### config.mk
export PLATFORM = sky130hd
export DESIGN_NAME = iir_direct_form_filter_core
export DESIGN_NICKNAME = d
export VERILOG_FILES = /design/src/iirdf_pkg.sv /design/src/iirdf_mac.sv /design/src/iirdf_seq.sv /design/src/iir_direct_form_filter_core.sv
export VERILOG_INCLUDE_DIRS = /design/src /design/src/src
export SDC_FILE = /design/constraint.sdc
export NUM_CORES = 2
export LEC_CHECK = 0
export ABC_CLOCK_PERIOD_IN_PS = 10300
export BUFFER_PORTS_ARGS = -buffer_cell sky130_fd_sc_hd__buf_2
export CAP_MARGIN = 0
export CORE_MARGIN = 2
export CORE_UTILIZATION = 55
export DETAILED_ROUTE_END_ITERATION = 8
export PLACE_DENSITY_LB_ADDON = 0.2
export SYNTH_ARGS = -nofsm -noshare
export SYNTH_HDL_FRONTEND = slang
export SYNTH_SLANG_ARGS = --single-unit
### constraint.sdc
create_clock -name clk -period 10.3 [get_ports clk]
set_clock_uncertainty 0.2 [all_clocks]
set_input_delay 0.515 -clock clk [delete_from_list [all_inputs] [get_ports clk]]
set_output_delay 0.515 -clock clk [all_outputs]
set_load 0.02 [all_outputs]
### src/iir_direct_form_filter_core_macros.svh
// Assertion helpers for the IIR filter core.
`ifndef IIR_DIRECT_FORM_FILTER_CORE_MACROS_SVH
`define IIR_DIRECT_FORM_FILTER_CORE_MACROS_SVH

`ifndef NO_ASSERTIONS
// Check outside reset only.
`define IIRDF_ASSERT(label, prop) \
  label: assert property (@(posedge clk) disable iff (!rst_n) prop) \
    else $error("iirdf assertion failed");
// Check on every edge, reset included.
`define IIRDF_ASSERT_ALWAYS(label, prop) \
  label: assert property (@(posedge clk) prop) \
    else $error("iirdf reset assertion failed");
`else
`define IIRDF_ASSERT(label, prop)
`define IIRDF_ASSERT_ALWAYS(label, prop)
`endif

`endif

### src/iirdf_pkg.sv
package iirdf_pkg;

  localparam int MAX_ORDER = 3;
  localparam int NUM_TAPS  = 4;
  localparam int SAMPLE_W  = 24;
  localparam int COEF_W    = 32;
  localparam int ORDER_W   = 2;
  localparam int PROD_W    = SAMPLE_W + COEF_W;
  localparam int ACC_W     = PROD_W + 3;
  localparam int FRAC_SH   = 24;
  localparam int STEP_W    = $clog2(2 * MAX_ORDER + 1);
  localparam int HIST_AW   = (MAX_ORDER > 1) ? $clog2(MAX_ORDER) : 1;
  localparam int CFG_AW    = 3;

  typedef logic signed [SAMPLE_W-1:0] sample_t;
  typedef logic signed [COEF_W-1:0]   coef_t;
  typedef logic [ORDER_W-1:0]         order_t;
  typedef logic [STEP_W-1:0]          step_t;
  typedef logic [CFG_AW-1:0]          cfg_addr_t;

  // Register indexes of the configuration port.
  localparam cfg_addr_t REG_ORDER = 3'd0;
  localparam cfg_addr_t REG_FF0   = 3'd1;
  localparam cfg_addr_t REG_FF1   = 3'd2;
  localparam cfg_addr_t REG_FF2   = 3'd3;
  localparam cfg_addr_t REG_FF3   = 3'd4;
  localparam cfg_addr_t REG_FB1   = 3'd5;
  localparam cfg_addr_t REG_FB2   = 3'd6;
  localparam cfg_addr_t REG_FB3   = 3'd7;

  localparam coef_t COEF_ONE = 32'sh0100_0000;

  typedef enum logic [1:0] {
    ST_IDLE,
    ST_RUN,
    ST_DRAIN,
    ST_DONE
  } seq_state_t;

  // Control word from the sequencer to the multiply-accumulate unit.
  typedef struct packed {
    logic issue;
    logic first;
    logic sub;
  } mac_ctl_t;

endpackage

### src/iirdf_mac.sv
module iirdf_mac (
  input  logic               clk,
  input  logic               rst_n,
  input  iirdf_pkg::mac_ctl_t ctl,
  input  iirdf_pkg::coef_t   coef_i,
  input  iirdf_pkg::sample_t samp_i,
  output iirdf_pkg::sample_t y_o,
  output logic               clip_o
);
  import iirdf_pkg::*;

  logic signed [PROD_W-1:0] prod_r, prod_nxt;
  logic                     prod_vld_r;
  logic                     prod_first_r;
  logic                     prod_sub_r;
  logic signed [ACC_W-1:0]  acc_r, acc_nxt;
  logic signed [ACC_W-1:0]  prod_ext;
  logic signed [ACC_W-1:0]  acc_base;
  logic signed [ACC_W-1:0]  rnd;
  logic signed [ACC_W-FRAC_SH-1:0] y_wide;
  logic                     fits;

  assign prod_nxt = coef_i * samp_i;
  assign prod_ext = {{(ACC_W-PROD_W){prod_r[PROD_W-1]}}, prod_r};
  assign acc_base = prod_first_r ? '0 : acc_r;

  always_comb begin
    acc_nxt = acc_r;
    if (prod_vld_r) begin
      acc_nxt = prod_sub_r ? (acc_base - prod_ext) : (acc_base + prod_ext);
    end
  end

  always_ff @(posedge clk) begin
    if (!rst_n) begin
      prod_vld_r <= 1'b0;
    end else begin
      prod_vld_r <= ctl.issue;
    end
  end

  always_ff @(posedge clk) begin
    if (ctl.issue) begin
      prod_r       <= prod_nxt;
      prod_first_r <= ctl.first;
      prod_sub_r   <= ctl.sub;
    end
    acc_r <= acc_nxt;
  end

  // Round half up, then floor by the fraction shift.
  assign rnd    = acc_r + (ACC_W'(1) <<< (FRAC_SH - 1));
  assign y_wide = rnd[ACC_W-1:FRAC_SH];
  assign fits   = (y_wide[ACC_W-FRAC_SH-1:SAMPLE_W-1] == '0) ||
                  (y_wide[ACC_W-FRAC_SH-1:SAMPLE_W-1] == '1);

  always_comb begin
    clip_o = !fits;
    if (fits) begin
      y_o = y_wide[SAMPLE_W-1:0];
    end else if (y_wide[ACC_W-FRAC_SH-1]) begin
      y_o = {1'b1, {(SAMPLE_W-1){1'b0}}};
    end else begin
      y_o = {1'b0, {(SAMPLE_W-1){1'b1}}};
    end
  end

endmodule

### src/iirdf_seq.sv
module iirdf_seq (
  input  logic                 clk,
  input  logic                 rst_n,
  input  logic                 start_i,
  input  logic                 out_free_i,
  input  iirdf_pkg::order_t    ord_i,
  output logic                 idle_o,
  output iirdf_pkg::step_t     step_o,
  output iirdf_pkg::mac_ctl_t  ctl_o,
  output logic                 fin_o
);
  import iirdf_pkg::*;

  seq_state_t state_r, state_nxt;
  step_t      step_r, step_nxt;
  step_t      last_step;

  assign last_step = STEP_W'(2 * int'(ord_i));

  always_comb begin
    state_nxt = state_r;
    unique case (state_r)
      ST_IDLE:  if (start_i) state_nxt = ST_RUN;
      ST_RUN:   if (step_r == last_step) state_nxt = ST_DRAIN;
      ST_DRAIN: state_nxt = ST_DONE;
      ST_DONE:  if (out_free_i) state_nxt = ST_IDLE;
      default:  state_nxt = ST_IDLE;
    endcase
  end

  always_comb begin
    idle_o    = 1'b0;
    ctl_o     = '0;
    fin_o     = 1'b0;
    step_nxt  = step_r;
    unique case (state_r)
      ST_IDLE: begin
        idle_o   = 1'b1;
        step_nxt = '0;
      end
      ST_RUN: begin
        ctl_o.issue = 1'b1;
        ctl_o.first = (step_r == '0);
        // even nonzero steps are feedback taps
        ctl_o.sub   = (step_r != '0) && !step_r[0];
        step_nxt    = step_r + 1'b1;
      end
      ST_DRAIN: begin
      end
      ST_DONE: begin
        fin_o = out_free_i;
      end
      default: begin
      end
    endcase
  end

  assign step_o = step_r;

  always_ff @(posedge clk) begin
    if (!rst_n) begin
      state_r <= ST_IDLE;
      step_r  <= '0;
    end else begin
      state_r <= state_nxt;
      step_r  <= step_nxt;
    end
  end

endmodule

### src/iir_direct_form_filter_core.sv
// Direct form I IIR filter, order 0 to 3, on Q1.23 samples with Q8.24
// coefficients. One word in gives one word out: the accumulator is rounded
// half up and saturated to 24 bits, and out_tuser flags a saturated word.
// A single 32x24 multiplier with an accumulator does every tap, one product
// per cycle, and a new word is accepted only once the last one is finished;
// a finished word waits in the output register while the next one is
// computed, and the core stalls only if that register is still full at the
// end. Configuration writes take effect at once and must be made while the
// core is idle.
`include "iir_direct_form_filter_core_macros.svh"

module iir_direct_form_filter_core (
  input  logic                       clk,
  input  logic                       rst_n,
  input  logic                       in_tvalid,
  output logic                       in_tready,
  input  logic [23:0]                in_tdata,   // [23:0] sample_in
  output logic                       out_tvalid,
  input  logic                       out_tready,
  output logic [23:0]                out_tdata,  // [23:0] sample_out
  output logic                       out_tuser,  // [0] clipped
  input  logic                       cfg_we,
  input  iirdf_pkg::cfg_addr_t       cfg_addr,
  input  logic [31:0]                cfg_wdata
);
  import iirdf_pkg::*;

  order_t   order_r;
  coef_t    ff_coef_r [0:NUM_TAPS-1];
  coef_t    fb_coef_r [1:NUM_TAPS-1];
  sample_t  x_hist_r  [0:MAX_ORDER-1];
  sample_t  y_hist_r  [0:MAX_ORDER-1];
  sample_t  x_r;
  sample_t  out_sample_r;
  logic     out_clip_r;
  logic     out_valid_r;

  order_t   ord_eff;
  logic     start;
  logic     out_free;
  logic     seq_idle;
  logic     seq_fin;
  step_t    step;
  mac_ctl_t mac_ctl;
  order_t   tap;
  logic [HIST_AW-1:0] hidx;
  coef_t    mac_coef;
  sample_t  mac_samp;
  sample_t  mac_y;
  logic     mac_clip;

  assign ord_eff  = (order_r > order_t'(MAX_ORDER)) ? order_t'(MAX_ORDER) : order_r;
  assign start    = in_tvalid && in_tready;
  assign out_free = !out_valid_r || out_tready;
  // Hold off the input while reset is applied.
  assign in_tready = rst_n && seq_idle;

  // Configuration registers.
  always_ff @(posedge clk) begin
    if (!rst_n) begin
      order_r <= '0;
      for (int i = 0; i < NUM_TAPS; i++) begin
        ff_coef_r[i] <= '0;
      end
      for (int i = 1; i < NUM_TAPS; i++) begin
        fb_coef_r[i] <= '0;
      end
      ff_coef_r[0] <= COEF_ONE;
    end else if (cfg_we) begin
      unique case (cfg_addr)
        REG_ORDER: order_r      <= cfg_wdata[ORDER_W-1:0];
        REG_FF0:   ff_coef_r[0] <= cfg_wdata;
        REG_FF1:   ff_coef_r[1] <= cfg_wdata;
        REG_FF2:   ff_coef_r[2] <= cfg_wdata;
        REG_FF3:   ff_coef_r[3] <= cfg_wdata;
        REG_FB1:   fb_coef_r[1] <= cfg_wdata;
        REG_FB2:   fb_coef_r[2] <= cfg_wdata;
        REG_FB3:   fb_coef_r[3] <= cfg_wdata;
        default: begin
        end
      endcase
    end
  end

  iirdf_seq u_seq (
    .clk        (clk),
    .rst_n      (rst_n),
    .start_i    (start),
    .out_free_i (out_free),
    .ord_i      (ord_eff),
    .idle_o     (seq_idle),
    .step_o     (step),
    .ctl_o      (mac_ctl),
    .fin_o      (seq_fin)
  );

  // Step 0 is b0*x; odd steps feedforward taps, even steps feedback taps.
  assign tap  = ORDER_W'((int'(step) + 1) >> 1);
  assign hidx = HIST_AW'(int'(tap) - 1);

  always_comb begin
    if (step == '0) begin
      mac_coef = ff_coef_r[0];
      mac_samp = x_r;
    end else if (step[0]) begin
      mac_coef = ff_coef_r[tap];
      mac_samp = x_hist_r[hidx];
    end else begin
      mac_coef = fb_coef_r[tap];
      mac_samp = y_hist_r[hidx];
    end
  end

  iirdf_mac u_mac (
    .clk    (clk),
    .rst_n  (rst_n),
    .ctl    (mac_ctl),
    .coef_i (mac_coef),
    .samp_i (mac_samp),
    .y_o    (mac_y),
    .clip_o (mac_clip)
  );

  always_ff @(posedge clk) begin
    if (start) begin
      x_r <= in_tdata;
    end
  end

  // Histories shift on every finished word, whatever the order.
  always_ff @(posedge clk) begin
    if (!rst_n) begin
      for (int i = 0; i < MAX_ORDER; i++) begin
        x_hist_r[i] <= '0;
        y_hist_r[i] <= '0;
      end
    end else if (seq_fin) begin
      for (int i = MAX_ORDER - 1; i > 0; i--) begin
        x_hist_r[i] <= x_hist_r[i-1];
        y_hist_r[i] <= y_hist_r[i-1];
      end
      x_hist_r[0] <= x_r;
      y_hist_r[0] <= mac_y;
    end
  end

  always_ff @(posedge clk) begin
    if (!rst_n) begin
      out_valid_r <= 1'b0;
    end else if (seq_fin) begin
      out_valid_r <= 1'b1;
    end else if (out_tready) begin
      out_valid_r <= 1'b0;
    end
  end

  always_ff @(posedge clk) begin
    if (seq_fin) begin
      out_sample_r <= mac_y;
      out_clip_r   <= mac_clip;
    end
  end

  assign out_tvalid = out_valid_r;
  assign out_tdata  = out_sample_r;
  assign out_tuser  = out_clip_r;

  `IIRDF_ASSERT(a_busy_after_accept, start |=> !in_tready)
  `IIRDF_ASSERT(a_fin_loads_output, seq_fin |=> out_tvalid)
  `IIRDF_ASSERT(a_issue_only_busy, mac_ctl.issue |-> !in_tready)
  `IIRDF_ASSERT(a_clip_is_rail, (out_tvalid && out_tuser) |-> (out_tdata == 24'h7fffff || out_tdata == 24'h800000))
  `IIRDF_ASSERT_ALWAYS(a_reset_empties_output, !rst_n |=> !out_tvalid)

endmodule
==> impl_metrics.env <==
export IMPL_outcome="completed"
export IMPL_area_growth_pct=9.04
export IMPL_io_pins=91
export IMPL_final_layout_size_suffix_gt1_share_pct=8.90
export IMPL_layout_cells_non_filler=6715
export IMPL_synthDistinctLibCells=89
export IMPL_die_h_um=321
export IMPL_wl_per_cell_um=23.1
export IMPL_min_path_cells=2
export IMPL_critical_path_max_stage_delay_ps=680
export IMPL_hold_viol=0
export IMPL_rows=116
export IMPL_cp_start_kind="register"
export IMPL_dieArea_um2=103000
export IMPL_finalWeightedCongestion=0.947
export IMPL_crit_start="u_seq.step_o[0]"
export IMPL_nets=6432
export IMPL_maxCapViolations=0
export IMPL_grt_pass1_wl_um=239000
export IMPL_rsz0062_at_grt="false"
export IMPL_yosys_most_used_dff="edfxtp_1"
export IMPL_antenna_found_initial=7
export IMPL_ys_seq_elements=543
export IMPL_clock_sinks=543
export IMPL_critPathCaptureType="register"
export IMPL_post_route_util_pct=60.3
export IMPL_ys_async_sr_fraction_pct=0
export IMPL_cts_root_buf="clkbuf_16"
export IMPL_slowest_stage="fa_1"
export IMPL_final_setup_tns_ps=0
export IMPL_synth_nets=6376
export IMPL_hp_class="in -> reg"
export IMPL_dp_cells=6565
export IMPL_vias=38299
export IMPL_whs_ps=13.8
export IMPL_firstDrtPassIters=6
export IMPL_worstMarginPinSlew_ps=1200
export IMPL_dp_hpwl_um=115000
export IMPL_grt_use_total_pct=30.8
export IMPL_drt_wl_total_um=155000
export IMPL_htreeDepth=2
export IMPL_grt_max_degree=120
export IMPL_seq_area_frac_synth_pct=29.4
export IMPL_drc=0
export IMPL_period_share_pct=96.0
export IMPL_avgSynthCellArea_um2=10.4
export IMPL_syn_cell_area_um2=55100
export IMPL_rr_startpoint="u_seq.step_o[0]"
export IMPL_ys_warn_count=0
export IMPL_fillCellCount=8247
export IMPL_reg2reg_depth=31
export IMPL_max_slew_margin_pct=19.8
export IMPL_clock_path_buffers=3
export IMPL_io_buffers=90
export IMPL_vias_per_cell=5.70
export IMPL_clk_pin_slew_worst_paths_ps=60
export IMPL_ant_nets=0
export IMPL_synth_edf_count=534
export IMPL_clk_latency_ps=680
export IMPL_cp_max_fo=24
export IMPL_worstPathRequired_ps=10510
export IMPL_die_w_um=321
export IMPL_cts_tree="yes"
export IMPL_crit_top_cell="fa_1"
export IMPL_postSynthCellCount=5312
export IMPL_core_area_um2=99700
export IMPL_crit_type="reg -> reg"
export IMPL_drtIter0Drc=3436
export IMPL_grt_pass1_vias=39872
export IMPL_drv_slew=0
export IMPL_start_util_pct=55.3
export IMPL_cts_inserted_buffers=60
export IMPL_max_clock_freq_mhz=101
export IMPL_min_period_ps=9890
export IMPL_grt_overflow=0
export IMPL_crit_arrival_ps=10100
export IMPL_finalSetupViolations=0
export IMPL_min_from="cfg_wdata[19]"
==> worst paths after layout <==
kind                 endpoint  slack, ps
max          u_mac.prod_r[52]        410
min          fb_coef_r[2][19]         10
max reg2reg  u_mac.prod_r[52]        410
min reg2reg    y_hist_r[1][3]        350
==> routing by layer <==
| metal | global-route usage (%) | routed length, um |
|---|---|---|
| met4 | 11.8 | 6980 |
| met1 | 41.9 | 63400 |
| met2 | 49.0 | 70700 |
| met5 | 0 | 13 |
| met3 | 6.52 | 13800 |
==> cells in the mapped netlist (79+ instances only) <==
cell type | instances | area (um2)
a21oi_1 | 215 | 1080
and2_1 | 376 | 2350
clkbuf_1 | 190 | 713
edfxtp_1 | 534 | 16000
fa_1 | 784 | 15700
ha_1 | 216 | 2700
inv_1 | 797 | 2990
mux2i_1 | 133 | 1330
nand2_1 | 454 | 1700
nor2_1 | 549 | 2060
nor2b_1 | 79 | 494
o21ai_0 | 98 | 490
xnor2_1 | 142 | 1240
==> layout by cell type (no fill, tap or decap), types with 61 or more instances in the layout <==
cell,n
inv_1,797
nor2_1,549
and2_1,376
a21oi_1,203
clkbuf_16,61
o21ai_0,73
nor2b_1,78
a21o_1,68
xnor2_1,142
mux2i_1,133
buf_4,117
buf_2,90
edfxtp_1,534
nand2_1,454
fa_1,784
ha_1,214
==> registers in the layout (all words and copies together), names as in the netlist <==
| name | count |
|---|---|
| fb_coef_r | 96 |
| ff_coef_r | 128 |
| order_r | 2 |
| out_tdata | 24 |
| out_tuser | 1 |
| out_tvalid | 1 |
| u_mac.acc_r | 59 |
| u_mac.prod_first_r | 1 |
| u_mac.prod_r | 56 |
| u_mac.prod_sub_r | 1 |
| u_mac.prod_vld_r | 1 |
| u_seq.state_r | 2 |
| u_seq.step_o | 3 |
| x_hist_r | 72 |
| x_r | 24 |
| y_hist_r | 72 |
==> cell type report <==
| type | count | area (um2) | area share, % |
|---|---|---|---|
| clock buffers | 72 | 1550 | 2.57 |
| inverters | 799 | 3000 | 4.99 |
| diodes | 2 | 5.00 | 0.00832 |
| clock inverters | 37 | 542 | 0.901 |
| well taps | 1298 | 1620 | 2.70 |
| repair buffers | 269 | 2200 | 3.66 |
| multi-input cells | 3695 | 35000 | 58.2 |
| flip-flops and latches | 543 | 16200 | 27.0 |
==> critical path: cells and delay by family, from the launching register on <==
kind	cells	cell delay, ps
adder cells (fa/ha/maj)	9	4410
AO/OA/AOI/OAI	9	1740
buffers and inverters	5	900
AND/OR/NAND/NOR	5	850
multiplexers	2	590
XOR/XNOR	1	470
flip-flops	1	400
==> through the flow <==
| stage | instance area (um2) | setup slack [ps] |
|---|---|---|
| 2_1_floorplan | 55100 | 856 |
| 3_3_place_gp | 57600 | 445 |
| 3_5_place_dp | 57600 | 462 |
| 4_1_cts | 60000 | 438 |
| 5_1_grt | 60100 | 0.0329 |
| 6_report | 60100 | 410 |
==> timing repair <==
action,in CTS,in global routing
endpoints found under the setup margin,0,2
endpoints found under the hold margin,66,0
hold buffers,35,0
setup buffers,0,3
resized for setup,0,6
==> cell families after synthesis <==
group | after synthesis | share of synthesized area [%]
flip-flops | 543 | 29.4
buffers and inverters | 1074 | 7.59
AO/OA/AOI/OAI | 601 | 6.89
multiplexers | 190 | 4.70
adder cells (fa/ha/maj) | 1000 | 33.4
XOR/XNOR | 200 | 3.19
AND/OR/NAND/NOR | 1704 | 14.8
Power is not shown: default switching activity piles up to over one toggle a cycle in this logic, so the estimate is an artifact.
